--- config.mk ---
export PLATFORM = sky130hd
export DESIGN_NAME = ambient_light_brightness_control_core
export DESIGN_NICKNAME = d
export VERILOG_FILES = /design/src/sv/albc_pkg.sv /design/src/sv/ambient_light_brightness_control_core.sv
export VERILOG_INCLUDE_DIRS = /design/src /design/src/sv
export SDC_FILE = /design/constraint.sdc
export NUM_CORES = 1
export LEC_CHECK = 0
export BUFFER_PORTS_ARGS = -buffer_cell sky130_fd_sc_hd__buf_2
export CORE_AREA = 2 2 271 273
export DETAILED_ROUTE_END_ITERATION = 8
export DIE_AREA = 0 0 273 275
export PLACE_DENSITY = 0.76
export REMOVE_ABC_BUFFERS = 1
export SYNTH_ARGS = -nofsm -noshare
export SYNTH_HDL_FRONTEND = slang
export SYNTH_SLANG_ARGS = --single-unit
--- constraint.sdc ---
create_clock -name clk -period 6 [get_ports clk]
set_input_delay 0.3 -clock clk [delete_from_list [all_inputs] [get_ports clk]]
set_output_delay 0.3 -clock clk [all_outputs]
set_load 0.005 [all_outputs]
--- src/sv/ambient_light_brightness_control_core_defines.svh ---
// Assertion macros shared by the ambient light brightness control RTL.
`ifndef AMBIENT_LIGHT_BRIGHTNESS_CONTROL_CORE_DEFINES_SVH
`define AMBIENT_LIGHT_BRIGHTNESS_CONTROL_CORE_DEFINES_SVH

// Same-cycle implication, checked only while out of reset.
`define ALBC_ASSERT_NOW(label, ante, cons, msg) \
  label: assert property (@(posedge clk) disable iff (!rst_n) (ante) |-> (cons)) \
    else $error(msg);

// Next-cycle implication, checked only while out of reset.
`define ALBC_ASSERT_NEXT(label, ante, cons, msg) \
  label: assert property (@(posedge clk) disable iff (!rst_n) (ante) |=> (cons)) \
    else $error(msg);

`endif

--- src/sv/albc_pkg.sv ---
// Package with widths, register indexes and brightness levels of the light control block.
`timescale 1ns / 1ps

package albc_pkg;

  localparam int SAMPLE_W = 12;
  localparam int LEVEL_W  = 8;
  localparam int SUM_W    = 18;
  localparam int CFG_AW   = 3;
  localparam int WINDOW_DEF = 50;

  // Exact divide by the window: sum * ceil(2^DIV_SHIFT / WINDOW) >> DIV_SHIFT.
  localparam int DIV_SHIFT = 24;
  localparam int RECIP_W   = DIV_SHIFT + 1;

  typedef enum logic [CFG_AW-1:0] {
    CFG_DARK   = 3'd0,
    CFG_DIM    = 3'd1,
    CFG_LOW    = 3'd2,
    CFG_MID    = 3'd3,
    CFG_BRIGHT = 3'd4,
    CFG_HIGH   = 3'd5
  } cfg_idx_t;

  localparam logic [SAMPLE_W-1:0] DARK_RST   = 12'd20;
  localparam logic [SAMPLE_W-1:0] DIM_RST    = 12'd30;
  localparam logic [SAMPLE_W-1:0] LOW_RST    = 12'd100;
  localparam logic [SAMPLE_W-1:0] MID_RST    = 12'd400;
  localparam logic [SAMPLE_W-1:0] BRIGHT_RST = 12'd1000;
  localparam logic [SAMPLE_W-1:0] HIGH_RST   = 12'd1500;

  localparam logic [LEVEL_W-1:0] LVL_DARK   = 8'd5;
  localparam logic [LEVEL_W-1:0] LVL_DIM    = 8'd10;
  localparam logic [LEVEL_W-1:0] LVL_LOW    = 8'd20;
  localparam logic [LEVEL_W-1:0] LVL_MID    = 8'd100;
  localparam logic [LEVEL_W-1:0] LVL_BRIGHT = 8'd100;
  localparam logic [LEVEL_W-1:0] LVL_HIGH   = 8'd150;
  localparam logic [LEVEL_W-1:0] LVL_MAX    = 8'd255;

endpackage

--- src/sv/ambient_light_brightness_control_core.sv ---
// Moving-average light filter with a threshold ladder that selects display brightness.
`timescale 1ns / 1ps
`include "ambient_light_brightness_control_core_defines.svh"

// Usage:
// Each request on the in_ channel carries one 12-bit light sample. The block
// keeps the last WINDOW samples in an on-chip memory and a running sum of them,
// and for every sample returns one request on the out_ channel with the
// truncated window mean and the brightness level picked by six limits.
// Throughput: one sample per cycle while out_stall does not hold the pipeline, set
// by the single read-modify-write of the window memory per sample (read at
// acceptance, write when stage 1 moves on; a bypass covers a window of one entry).
// Pipeline: memory read, running sum, reciprocal multiply, ladder/output register.
// The limits are written through cfg_we/cfg_addr/cfg_wdata while the block is
// idle; indexes above five are ignored.
// Reset: rst_n low clears the pipeline, the sum, the slot pointer and the
// per-entry valid bits (an unwritten entry reads as zero) and restores the
// default limits. No clearing pass is needed; samples are taken right away.
// Stall: while out_stall is high the finished result holds and the stages
// behind it keep filling; in_stall rises once the first stage cannot advance.
module ambient_light_brightness_control_core #(
  parameter int WINDOW = albc_pkg::WINDOW_DEF
) (
  input  logic                                clk,
  input  logic                                rst_n,
  input  logic                                in_valid,
  output logic                                in_stall,
  input  logic [albc_pkg::SAMPLE_W-1:0]       in_light_sample,
  output logic                                out_valid,
  input  logic                                out_stall,
  output logic [albc_pkg::SAMPLE_W-1:0]       out_window_mean,
  output logic [albc_pkg::LEVEL_W-1:0]        out_brightness_level,
  input  logic                                cfg_we,
  input  logic [albc_pkg::CFG_AW-1:0]         cfg_addr,
  input  logic [albc_pkg::SAMPLE_W-1:0]       cfg_wdata
);
  import albc_pkg::*;

  localparam int SLOT_W = (WINDOW > 1) ? $clog2(WINDOW) : 1;
  localparam int PROD_W = SUM_W + RECIP_W;
  localparam logic [SLOT_W-1:0] SLOT_LAST = SLOT_W'(WINDOW - 1);
  localparam logic [RECIP_W-1:0] RECIP = RECIP_W'(((64'd1 << DIV_SHIFT) + WINDOW - 1) / WINDOW);
  localparam logic [SUM_W-1:0] SUM_MAX = SUM_W'(WINDOW * 4095);

  // Limit registers
  logic [SAMPLE_W-1:0] dark_r, dim_r, low_r, mid_r, bright_r, high_r;

  // Window memory and per-entry valid bits
  logic [SAMPLE_W-1:0] mem [WINDOW];
  logic [SAMPLE_W-1:0] rd_data_r;
  logic                vbit_r [WINDOW];

  logic [SLOT_W-1:0]   write_slot_r, write_slot_nxt;
  logic [SUM_W-1:0]    sum_r, sum_nxt;

  // Stage 1: read data returning
  logic                s1_vld_r;
  logic [SLOT_W-1:0]   s1_slot_r;
  logic [SAMPLE_W-1:0] s1_sample_r;
  logic                s1_fwd_r;
  logic [SAMPLE_W-1:0] s1_fwd_data_r;
  logic [SAMPLE_W-1:0] s1_old;

  // Stage 2: new sum; stage 3: product; output register
  logic                s2_vld_r;
  logic [SUM_W-1:0]    s2_sum_r;
  logic                s3_vld_r;
  logic [PROD_W-1:0]   s3_prod_r;
  logic [SAMPLE_W-1:0] s3_mean;
  logic                out_vld_r;
  logic [SAMPLE_W-1:0] out_mean_r;
  logic [LEVEL_W-1:0]  out_level_r;
  logic [LEVEL_W-1:0]  level_nxt;

  logic out_free, s3_free, s2_free, s1_free;
  logic in_acc, s1_mv, s2_mv, s3_mv;

  always_comb begin
    out_free = !out_vld_r || !out_stall;
    s3_free  = !s3_vld_r || out_free;
    s2_free  = !s2_vld_r || s3_free;
    s1_free  = !s1_vld_r || s2_free;
    s3_mv    = s3_vld_r && out_free;
    s2_mv    = s2_vld_r && s3_free;
    s1_mv    = s1_vld_r && s2_free;
    in_acc   = in_valid && s1_free;
  end

  assign in_stall = !s1_free;

  // Configuration writes
  always_ff @(posedge clk) begin
    if (!rst_n) begin
      dark_r   <= DARK_RST;
      dim_r    <= DIM_RST;
      low_r    <= LOW_RST;
      mid_r    <= MID_RST;
      bright_r <= BRIGHT_RST;
      high_r   <= HIGH_RST;
    end else if (cfg_we) begin
      case (cfg_idx_t'(cfg_addr))
        CFG_DARK:   dark_r   <= cfg_wdata;
        CFG_DIM:    dim_r    <= cfg_wdata;
        CFG_LOW:    low_r    <= cfg_wdata;
        CFG_MID:    mid_r    <= cfg_wdata;
        CFG_BRIGHT: bright_r <= cfg_wdata;
        CFG_HIGH:   high_r   <= cfg_wdata;
        default: ;
      endcase
    end
  end

  // Window memory: read at acceptance, write back when stage 1 moves on.
  always_ff @(posedge clk) begin
    if (in_acc) begin
      rd_data_r <= mem[write_slot_r];
    end
    if (s1_mv) begin
      mem[s1_slot_r] <= s1_sample_r;
    end
  end

  always_ff @(posedge clk) begin
    if (!rst_n) begin
      for (int i = 0; i < WINDOW; i++) begin
        vbit_r[i] <= 1'b0;
      end
    end else if (s1_mv) begin
      vbit_r[s1_slot_r] <= 1'b1;
    end
  end

  always_comb begin
    write_slot_nxt = (write_slot_r == SLOT_LAST) ? '0 : write_slot_r + 1'b1;
    // The memory read misses a write to the same entry in the same cycle.
    if (s1_fwd_r) begin
      s1_old = s1_fwd_data_r;
    end else if (vbit_r[s1_slot_r]) begin
      s1_old = rd_data_r;
    end else begin
      s1_old = '0;
    end
    sum_nxt = sum_r - SUM_W'(s1_old) + SUM_W'(s1_sample_r);
    s3_mean = s3_prod_r[DIV_SHIFT +: SAMPLE_W];
    if (s3_mean < dark_r) begin
      level_nxt = LVL_DARK;
    end else if (s3_mean < dim_r) begin
      level_nxt = LVL_DIM;
    end else if (s3_mean < low_r) begin
      level_nxt = LVL_LOW;
    end else if (s3_mean < mid_r) begin
      level_nxt = LVL_MID;
    end else if (s3_mean < bright_r) begin
      level_nxt = LVL_BRIGHT;
    end else if (s3_mean < high_r) begin
      level_nxt = LVL_HIGH;
    end else begin
      level_nxt = LVL_MAX;
    end
  end

  // Control state
  always_ff @(posedge clk) begin
    if (!rst_n) begin
      write_slot_r <= '0;
      sum_r        <= '0;
      s1_vld_r     <= 1'b0;
      s2_vld_r     <= 1'b0;
      s3_vld_r     <= 1'b0;
      out_vld_r    <= 1'b0;
    end else begin
      if (in_acc) begin
        write_slot_r <= write_slot_nxt;
      end
      if (s1_mv) begin
        sum_r <= sum_nxt;
      end
      if (s1_free) begin
        s1_vld_r <= in_acc;
      end
      if (s2_free) begin
        s2_vld_r <= s1_mv;
      end
      if (s3_free) begin
        s3_vld_r <= s2_mv;
      end
      if (out_free) begin
        out_vld_r <= s3_mv;
      end
    end
  end

  // Payload
  always_ff @(posedge clk) begin
    if (in_acc) begin
      s1_slot_r     <= write_slot_r;
      s1_sample_r   <= in_light_sample;
      s1_fwd_r      <= s1_vld_r && (s1_slot_r == write_slot_r);
      s1_fwd_data_r <= s1_sample_r;
    end
    if (s1_mv) begin
      s2_sum_r <= sum_nxt;
    end
    if (s2_mv) begin
      s3_prod_r <= PROD_W'(s2_sum_r) * PROD_W'(RECIP);
    end
    if (s3_mv) begin
      out_mean_r  <= s3_mean;
      out_level_r <= level_nxt;
    end
  end

  assign out_valid            = out_vld_r;
  assign out_window_mean      = out_mean_r;
  assign out_brightness_level = out_level_r;

  `ALBC_ASSERT_NOW(a_stall_only_when_busy, in_stall, s1_vld_r, "in_stall without a held stage 1")
  `ALBC_ASSERT_NEXT(a_accept_fills_s1, in_valid && !in_stall, s1_vld_r, "accepted sample lost")
  `ALBC_ASSERT_NOW(a_slot_in_range, 1'b1, write_slot_r <= SLOT_LAST, "write slot out of range")
  `ALBC_ASSERT_NOW(a_sum_bounded, 1'b1, sum_r <= SUM_MAX, "running sum exceeds window maximum")

endmodule

# == Word-level counts from Yosys, hierarchy flattened ==
# Memories as Yosys holds them, arrays and structs flattened. A register that Yosys moved wholly into a read port is not among the register bits.
# Cells that the tools add are included.
# word_totals
ff_bits,205
ram_bits,650
input_bits,32
output_inout_bits,22
wordCells,85
memories,2
# memory_table
memory,words,width,read_ports,rd_clocked_by_memory_dff,write_ports,line_no,rtl
mem,50,12,1,1,1,ambient_light_brightness_control_core.sv:49,logic [SAMPLE_W-1:0] mem [WINDOW];
vbit_r,50,1,1,1,50,ambient_light_brightness_control_core.sv:51,logic vbit_r [WINDOW];
# classes
addsub,3
multipliers,1
n_lt_le_gt_ge,6
n_eq_ne,7
n_mux,17
reduce_logical,26
# op_table
op,count
12-bit less-than comparator,6
"18-bit by 19-bit multiplier with 36-bit output, second input constant",1
12-bit two-way mux,2
7-bit two-way mux,3
18-bit by 12-bit adder with 18-bit output,1
6-bit two-way mux,3
18-bit by 12-bit subtractor with 18-bit output,1
2-bit AND reduction,6
1-bit two-way mux,7
"6-bit by 1-bit adder with 6-bit output, second input constant",1
"3-bit by 2-bit == test with 1-bit output, second input constant",2
"3-bit == test, second input constant",2
6-bit == test,1
"6-bit == test, second input constant",1
1-bit zero test,6
1-bit logical AND,5
5-bit two-way mux,1
5-bit OR reduction,1
1-bit logical OR,4
4-bit two-way mux,1
"3-bit by 1-bit == test with 1-bit output, second input constant",1
3-bit zero test,1
3-bit OR reduction,1
2-bit OR reduction,1
1-bit OR reduction,1

# == Logic depth before layout (Yosys ltp) ==
# Gate-level depths: netlist (run 1).
# depth
depth_word,10
mapped_depth,21
depth_no_buf,21

# == Least setup slack after synthesis (run 1) ==
# Ideal clock, no wire load.
# synth_path
path_type,register to register
startpoint,register s2_sum_r[7]
endpoint,register s3_prod_r[30] (data pin)
setup_ns,0.262
arrival_ns,5.301
t_required_ns,5.738
setup_slack_ns,0.437
path_stages_with_launch,20
n_path_buf,0
period_less_slack_ns,5.563
cell_sequence,edfxtp_1 fa_1 inv_1 fa_1 inv_1 fa_1 fa_1 fa_1 inv_1 fa_1 inv_1 ha_1 a21oi_1 o211ai_1 nor2_1 a21oi_1 or3_1 a31oi_1 a21oi_1 xor2_1
# synth_between
elab_chain_cells,1
# synth_rtl
element,line_no,rtl
from (decl),ambient_light_brightness_control_core.sv:66,logic [SUM_W-1:0] s2_sum_r;
from (signal assigned),ambient_light_brightness_control_core.sv:202,s2_sum_r <= sum_nxt;
18-bit by 19-bit multiplier with 36-bit output,ambient_light_brightness_control_core.sv:205,s3_prod_r <= PROD_W'(s2_sum_r) * PROD_W'(RECIP);
to (signal assigned),ambient_light_brightness_control_core.sv:205,
to (decl),ambient_light_brightness_control_core.sv:68,logic [PROD_W-1:0] s3_prod_r;
# Every way passes these cells.
# A chain may end at the register's enable or synchronous reset.

# == Worst setup path in the final report (run 1) ==
# layout_path
startpoint,register s2_sum_r[6]
endpoint,register s3_prod_r[34] (data pin)
# Same word-level chain as after synthesis.

==> flow_metrics.tcl, run 1 <==
set metrics [dict create \
    start_util 0.566 \
    worstMarginPinSlew_ps 1250 \
    clk_latency_ps 660 \
    period_needed_ps 5800 \
    final_util 0.634 \
    finalMaxSlewViolations 0 \
    clk_path_buf_depth 3 \
    crit_path_start_kind "register" \
    h-tree-depth 3 \
    crit_type "register to register" \
    rows 99 \
    cts_tree "built" \
    gp_congestion 0.934 \
    max_stage_delay_ps 570 \
    antenna_found_initial 0 \
    grt_max_degree 73 \
    status "finished clean" \
    crit_slowest_cell "fa_1" \
    dieArea_mm2 0.0751 \
    fin_skew_ps 44.9 \
    max_freq_ghz 0.173 \
    final_nets 3288 \
    die_w_um 273 \
    drt_iter0_markers 2277 \
    max_slew_margin 0.161 \
    arrival_ps 6150 \
    syn_inst 2748 \
    hold_slack_ps 28.4 \
    die_y_um 275 \
    dpl_worst_slack_ps 169 \
    clkSinkCount 862 \
    grt_pass1_vias 23915 \
    synth_cell_types 63 \
    area_growth_pct 12.1 \
    crit_fanout 5 \
    vias 23456 \
    cap_violations 0 \
    period_share 0.966 \
    path_delay_family "adder cells" \
    setup_viol 0 \
    synth-seq-area-share 0.591 \
    core_mm2 0.0723 \
    hold_class "primary input to register" \
    synth-edff-count 692 \
    ys_seq_elements 862 \
    io_buffers 53 \
    clkSlewWorstSetupHoldPaths_ps 60 \
    routed_wl_um 94400 \
    setup_tns_ps 0 \
    worstPathCellList "fa_1 -> inv_1 -> fa_1 -> inv_1 -> fa_1 -> fa_1 -> fa_1 -> inv_1 -> fa_1 -> inv_1 -> ha_1 -> a21oi_1 -> o211ai_1 -> nor2_1 -> a21oi_1 -> or3_1 -> a31oi_2 -> a211o_1 -> a31oi_1" \
    critPathRequiredTime_ps 6350 \
    track_usage 0.256 \
    cts_buffers 86 \
    grt_pass1_wl_um 144000 \
    ios 54 \
    first_pass_iters 5 \
    syn_avg_cell_area_um2 14.9 \
    async_reset_ff_frac 0 \
    viasPerCell 5.98 \
    ant_nets 0 \
    critPathBufInv 4 \
    overflow 0 \
    rsz0062_at_grt "false" \
    drive_above_1_share 0.163 \
    drc 0 \
    hold_viol 0 \
    root_buffer "clkbuf_16" \
    ys.flop_type "edfxtp_1" \
    crit_top_cell "fa_1" \
    synth_area_mm2 0.0409 \
    cp-end-kind "register" \
    ys_warn_count 0 \
    cts_setup_buffers 0 \
    finalWorstSetupSlack_ps 205 \
    wire_per_inst_um 24.1 \
    post-dp-hpwl_um 61600 \
]
repair_timing:
item,in CTS,in global routing
resized for setup,0,4
setup endpoints to repair,0,4
endpoints found under the hold margin,34,0
hold buffers,23,0
synth_stat cells, types with 16 or more instances:
cell / number / area, um^2
edfxtp_1: 692 / 20800
inv_1: 329 / 1230
ha_1: 236 / 2950
nand2_1: 230 / 863
mux4_2: 190 / 4280
dfxtp_1: 170 / 3400
fa_1: 128 / 2560
nor2_1: 93 / 349
a21oi_1: 73 / 365
clkbuf_1: 67 / 251
a21boi_0: 62 / 465
o21a_1: 59 / 443
o211ai_1: 38 / 285
mux2i_1: 37 / 370
o21ai_0: 37 / 185
a211oi_1: 29 / 218
xnor2_1: 27 / 236
a21o_1: 25 / 188
buf_2: 23 / 115
o21bai_1: 17 / 128
nand4_1: 16 / 100
sequential cells by signal (all words and copies together) (netlist names), 18 cells and up, named ones only:
name      cells
vbit_r       64
mem         600
sum_r        18
s2_sum_r     18
area by class of cell:
cell class	count	area, um^2
well taps	959	1200
repair buffers	159	1150
inverters	330	1240
fillers	5079	26500
diodes	1	2.50
clock buffers	120	2440
flip-flops and latches	862	24200
clock inverters	40	566
multi-input cells	1453	15100
per-stage QoR:
step	area, um^2	std cells
final	45900	3924
after global routing	45900	3923
after CTS	45900	3923
after detailed placement	42600	3740
after global placement	42600	3740
after floorplan	40500	2645
path summary, 6_finish.rpt:
check	endpoint	cells past startpoint	from	slack (ps)
min reg2reg	vbit_r[63]	1	vbit_r[63]	450
min	dark_r[8]	3	cfg_wdata[8]	30
max reg2reg	s3_prod_r[34]	19	s2_sum_r[6]	200
max	s3_prod_r[34]	19	s2_sum_r[6]	200
metal layers:
layer / share of wire / vias to the layer above / GRT usage
li1: - / 10370 / -
met1: 0.41 / 12003 / 0.359
met2: 0.49 / 896 / 0.418
met3: 0.068 / 187 / 0.0384
met4: 0.032 / 0 / 0.0834
met5: 0 / - / 0
cell families after synthesis:
group | Yosys count | share of synthesized area
fa+ha+maj | 364 | 0.135
buf+inv | 433 | 0.0409
compound gates | 377 | 0.0625
simple gates | 440 | 0.0475
mux | 232 | 0.115
xor+xnor | 40 | 0.00856
flops | 862 | 0.591
tightest hold or removal path: stages:
cell and delay [ps]:
buf_2 160, nand2_1 70, a21boi_0 70
placed cells by master, fill, tap and decap left out, types with 12 or more instances in the layout:
cell and count:
edfxtp_1 692, inv_1 329, ha_1 236, nand2_1 230, mux4_2 190, dfxtp_1 165, fa_1 127, nor2_1 93
clkbuf_16 89, buf_4 82, a21oi_1 72, a21boi_0 61, o21a_1 59, buf_2 52, o211ai_1 38, o21ai_0 37
mux2i_1 37, a211oi_1 29, xnor2_1 27, a21o_1 25, dlygate4sd3_1 23, clkbuf_1 21, o21bai_1 17, nand4_1 16
nor2b_1 13, nand3_1 13, and2_1 13, nand2b_1 13, xor2_1 13, clkinv_2 13, bufinv_16 12
Power of run 1 is left out: the tool's default activity adds up to more than one toggle a clock period on the data nets, which glitch-free logic cannot reach.
==> inputs of run 2 (changes only) <==
BUFFER_PORTS_ARGS = not set   (was -buffer_cell sky130_fd_sc_hd__buf_2)
CORE_AREA = 2 2 269 271   (was 2 2 271 273)
DIE_AREA = 0 0 271 273   (was 0 0 273 275)
DONT_BUFFER_PORTS = 1   (was not set)
==> run 2 against run 1 <==
Compared with the run above:
- die area decreased by 1.5%
- design area shrank 0.57%
- register-to-register slack improved by 40 ps
- sequential share of layout area is 0.30 points higher
- first-iteration DRC count rose by 1.5%
- via count rose by 0.46%
- critical path depth did not move
- fmax grew 0.76%
- count of clock-buffer cells in the layout decreased by 5
- clock skew is 14 ps higher
==> flow_metrics.tcl, run 2 (synthesis results as in run 1) <==
set metrics [dict create \
    rows 98 \
    final_nets 3242 \
    hold_viol 0 \
    final_util 0.643 \
    crit_slowest_cell "fa_1" \
    worstPathCellList "fa_1 -> inv_1 -> fa_1 -> inv_1 -> fa_1 -> fa_1 -> fa_1 -> inv_1 -> fa_1 -> inv_1 -> ha_1 -> a21oi_1 -> o211ai_1 -> nor2_1 -> a21oi_1 -> or3_1 -> a21o_1 -> a31oi_1 -> xnor2_1" \
    antenna_found_initial 4 \
    die_w_um 271 \
    drc 0 \
    finalMaxSlewViolations 0 \
    use_met1 0.365 \
    gp_congestion 0.901 \
    max_slew_margin 0.113 \
    post-dp-hpwl_um 61000 \
    crit_type "register to register" \
    root_buffer "clkbuf_16" \
    hold_slack_ps 40.9 \
    hold_class "primary input to register" \
    drt_iter0_markers 2311 \
    status "finished clean" \
    ant_nets 0 \
    viasPerCell 6.09 \
    area.sequential_mm2 0.0242 \
    start_util 0.576 \
    cap_violations 0 \
    cts_tree "built" \
    routed_wl_um 97100 \
    crit_path_start_kind "register" \
    cp-end-kind "register" \
    dieArea_mm2 0.0740 \
    vias 23565 \
    cts_buffers 86 \
    dpl_worst_slack_ps 242 \
    use_met3 0.0465 \
    max_freq_ghz 0.174 \
    clkSinkCount 862 \
    drive_above_1_share 0.150 \
    clkSlewWorstSetupHoldPaths_ps 60 \
    crit_fanout 5 \
    grt_pass1_vias 24463 \
    area_growth_pct 11.5 \
    overflow 0 \
    wire_per_inst_um 25.1 \
    top_regs "mem (600), vbit_r (64)" \
    grt_max_degree 148 \
    h-tree-depth 3 \
    final_common_cell "edfxtp_1" \
    setup_tns_ps 0 \
    setup_viol 0 \
    largest_register_ffs 600 \
    arrival_ps 6110 \
    rsz0062_at_grt "true" \
    nFillCells 4835 \
    clk_path_buf_depth 3 \
    use_met2 0.432 \
    busiest_layer "met2" \
    critPathRequiredTime_ps 6350 \
    track_usage 0.268 \
    clk_latency_ps 650 \
    grt_pass1_wl_um 148000 \
    period_needed_ps 5750 \
    max_stage_delay_ps 570 \
    first_pass_iters 7 \
    critPathBufInv 4 \
    top_register "mem" \
    path_delay_family "adder cells" \
    fin_skew_ps 58.6 \
    mostFrequentLayoutCells "edfxtp_1 (692), inv_1 (329), ha_1 (236)" \
    period_share 0.959 \
    worstMarginPinSlew_ps 1330 \
    io_buffers 0 \
    multi_input_area_mm2 0.0151 \
    ios 54 \
    crit_top_cell "fa_1" \
    finalWorstSetupSlack_ps 249 \
    core_mm2 0.0710 \
    die_y_um 273 \
]
run 2: cell types whose count changed in the layout (fill, tap and decap cells not counted), sizes merged, moves of 4 or more:
| cell | delta |
|---|---|
| clkbuf | -5 |
| bufinv | -5 |
| buf | -51 |
| clkinvlp | +7 |
| dlygate4sd3 | +5 |
| clkinv | +4 |
run 2: stage by stage:
step,std cells,instance area [um^2]
finish,3871,45600
global route,3870,45600
CTS,3865,45600
detailed placement,3674,42300
global placement,3674,42300
floorplan,2645,40500
run 2: path summary, 6_finish.rpt:
check | end | cells past startpoint | slack, ps | start
worst min register to register | vbit_r[50] | 1 | 450 | vbit_r[50]
worst min-delay path | vbit_r[57] | 2 | 40 | rst_n
worst max register to register | s3_prod_r[29] | 19 | 250 | s2_sum_r[6]
worst max-delay path | s3_prod_r[29] | 19 | 250 | s2_sum_r[6]
run 2: per-layer routing:
metal  up-vias  wire [um]  part of all wire
li1      10266          -                 -
met1     12066      38900              0.40
met2       999      46400              0.48
met3       228       7770             0.080
met4         6       3980             0.041
met5         -         43           0.00044
run 2: layout make-up:
type	count	area share
well taps	950	0.0261
clock buffers	115	0.0524
clock inverters	47	0.0116
repair buffers	113	0.0217
flip-flops and latches	862	0.530
multi-input cells	1453	0.331
inverters	330	0.0272
diodes	1	0.0000549
run 2: repair_timing:
item                       CTS  global route
hold buffers                29             0
resized for setup            0             2
hold endpoints to repair   162             0
buffers inserted             0             5
setup endpoints to repair    0             6
Power of run 2 is left out for the same reason.
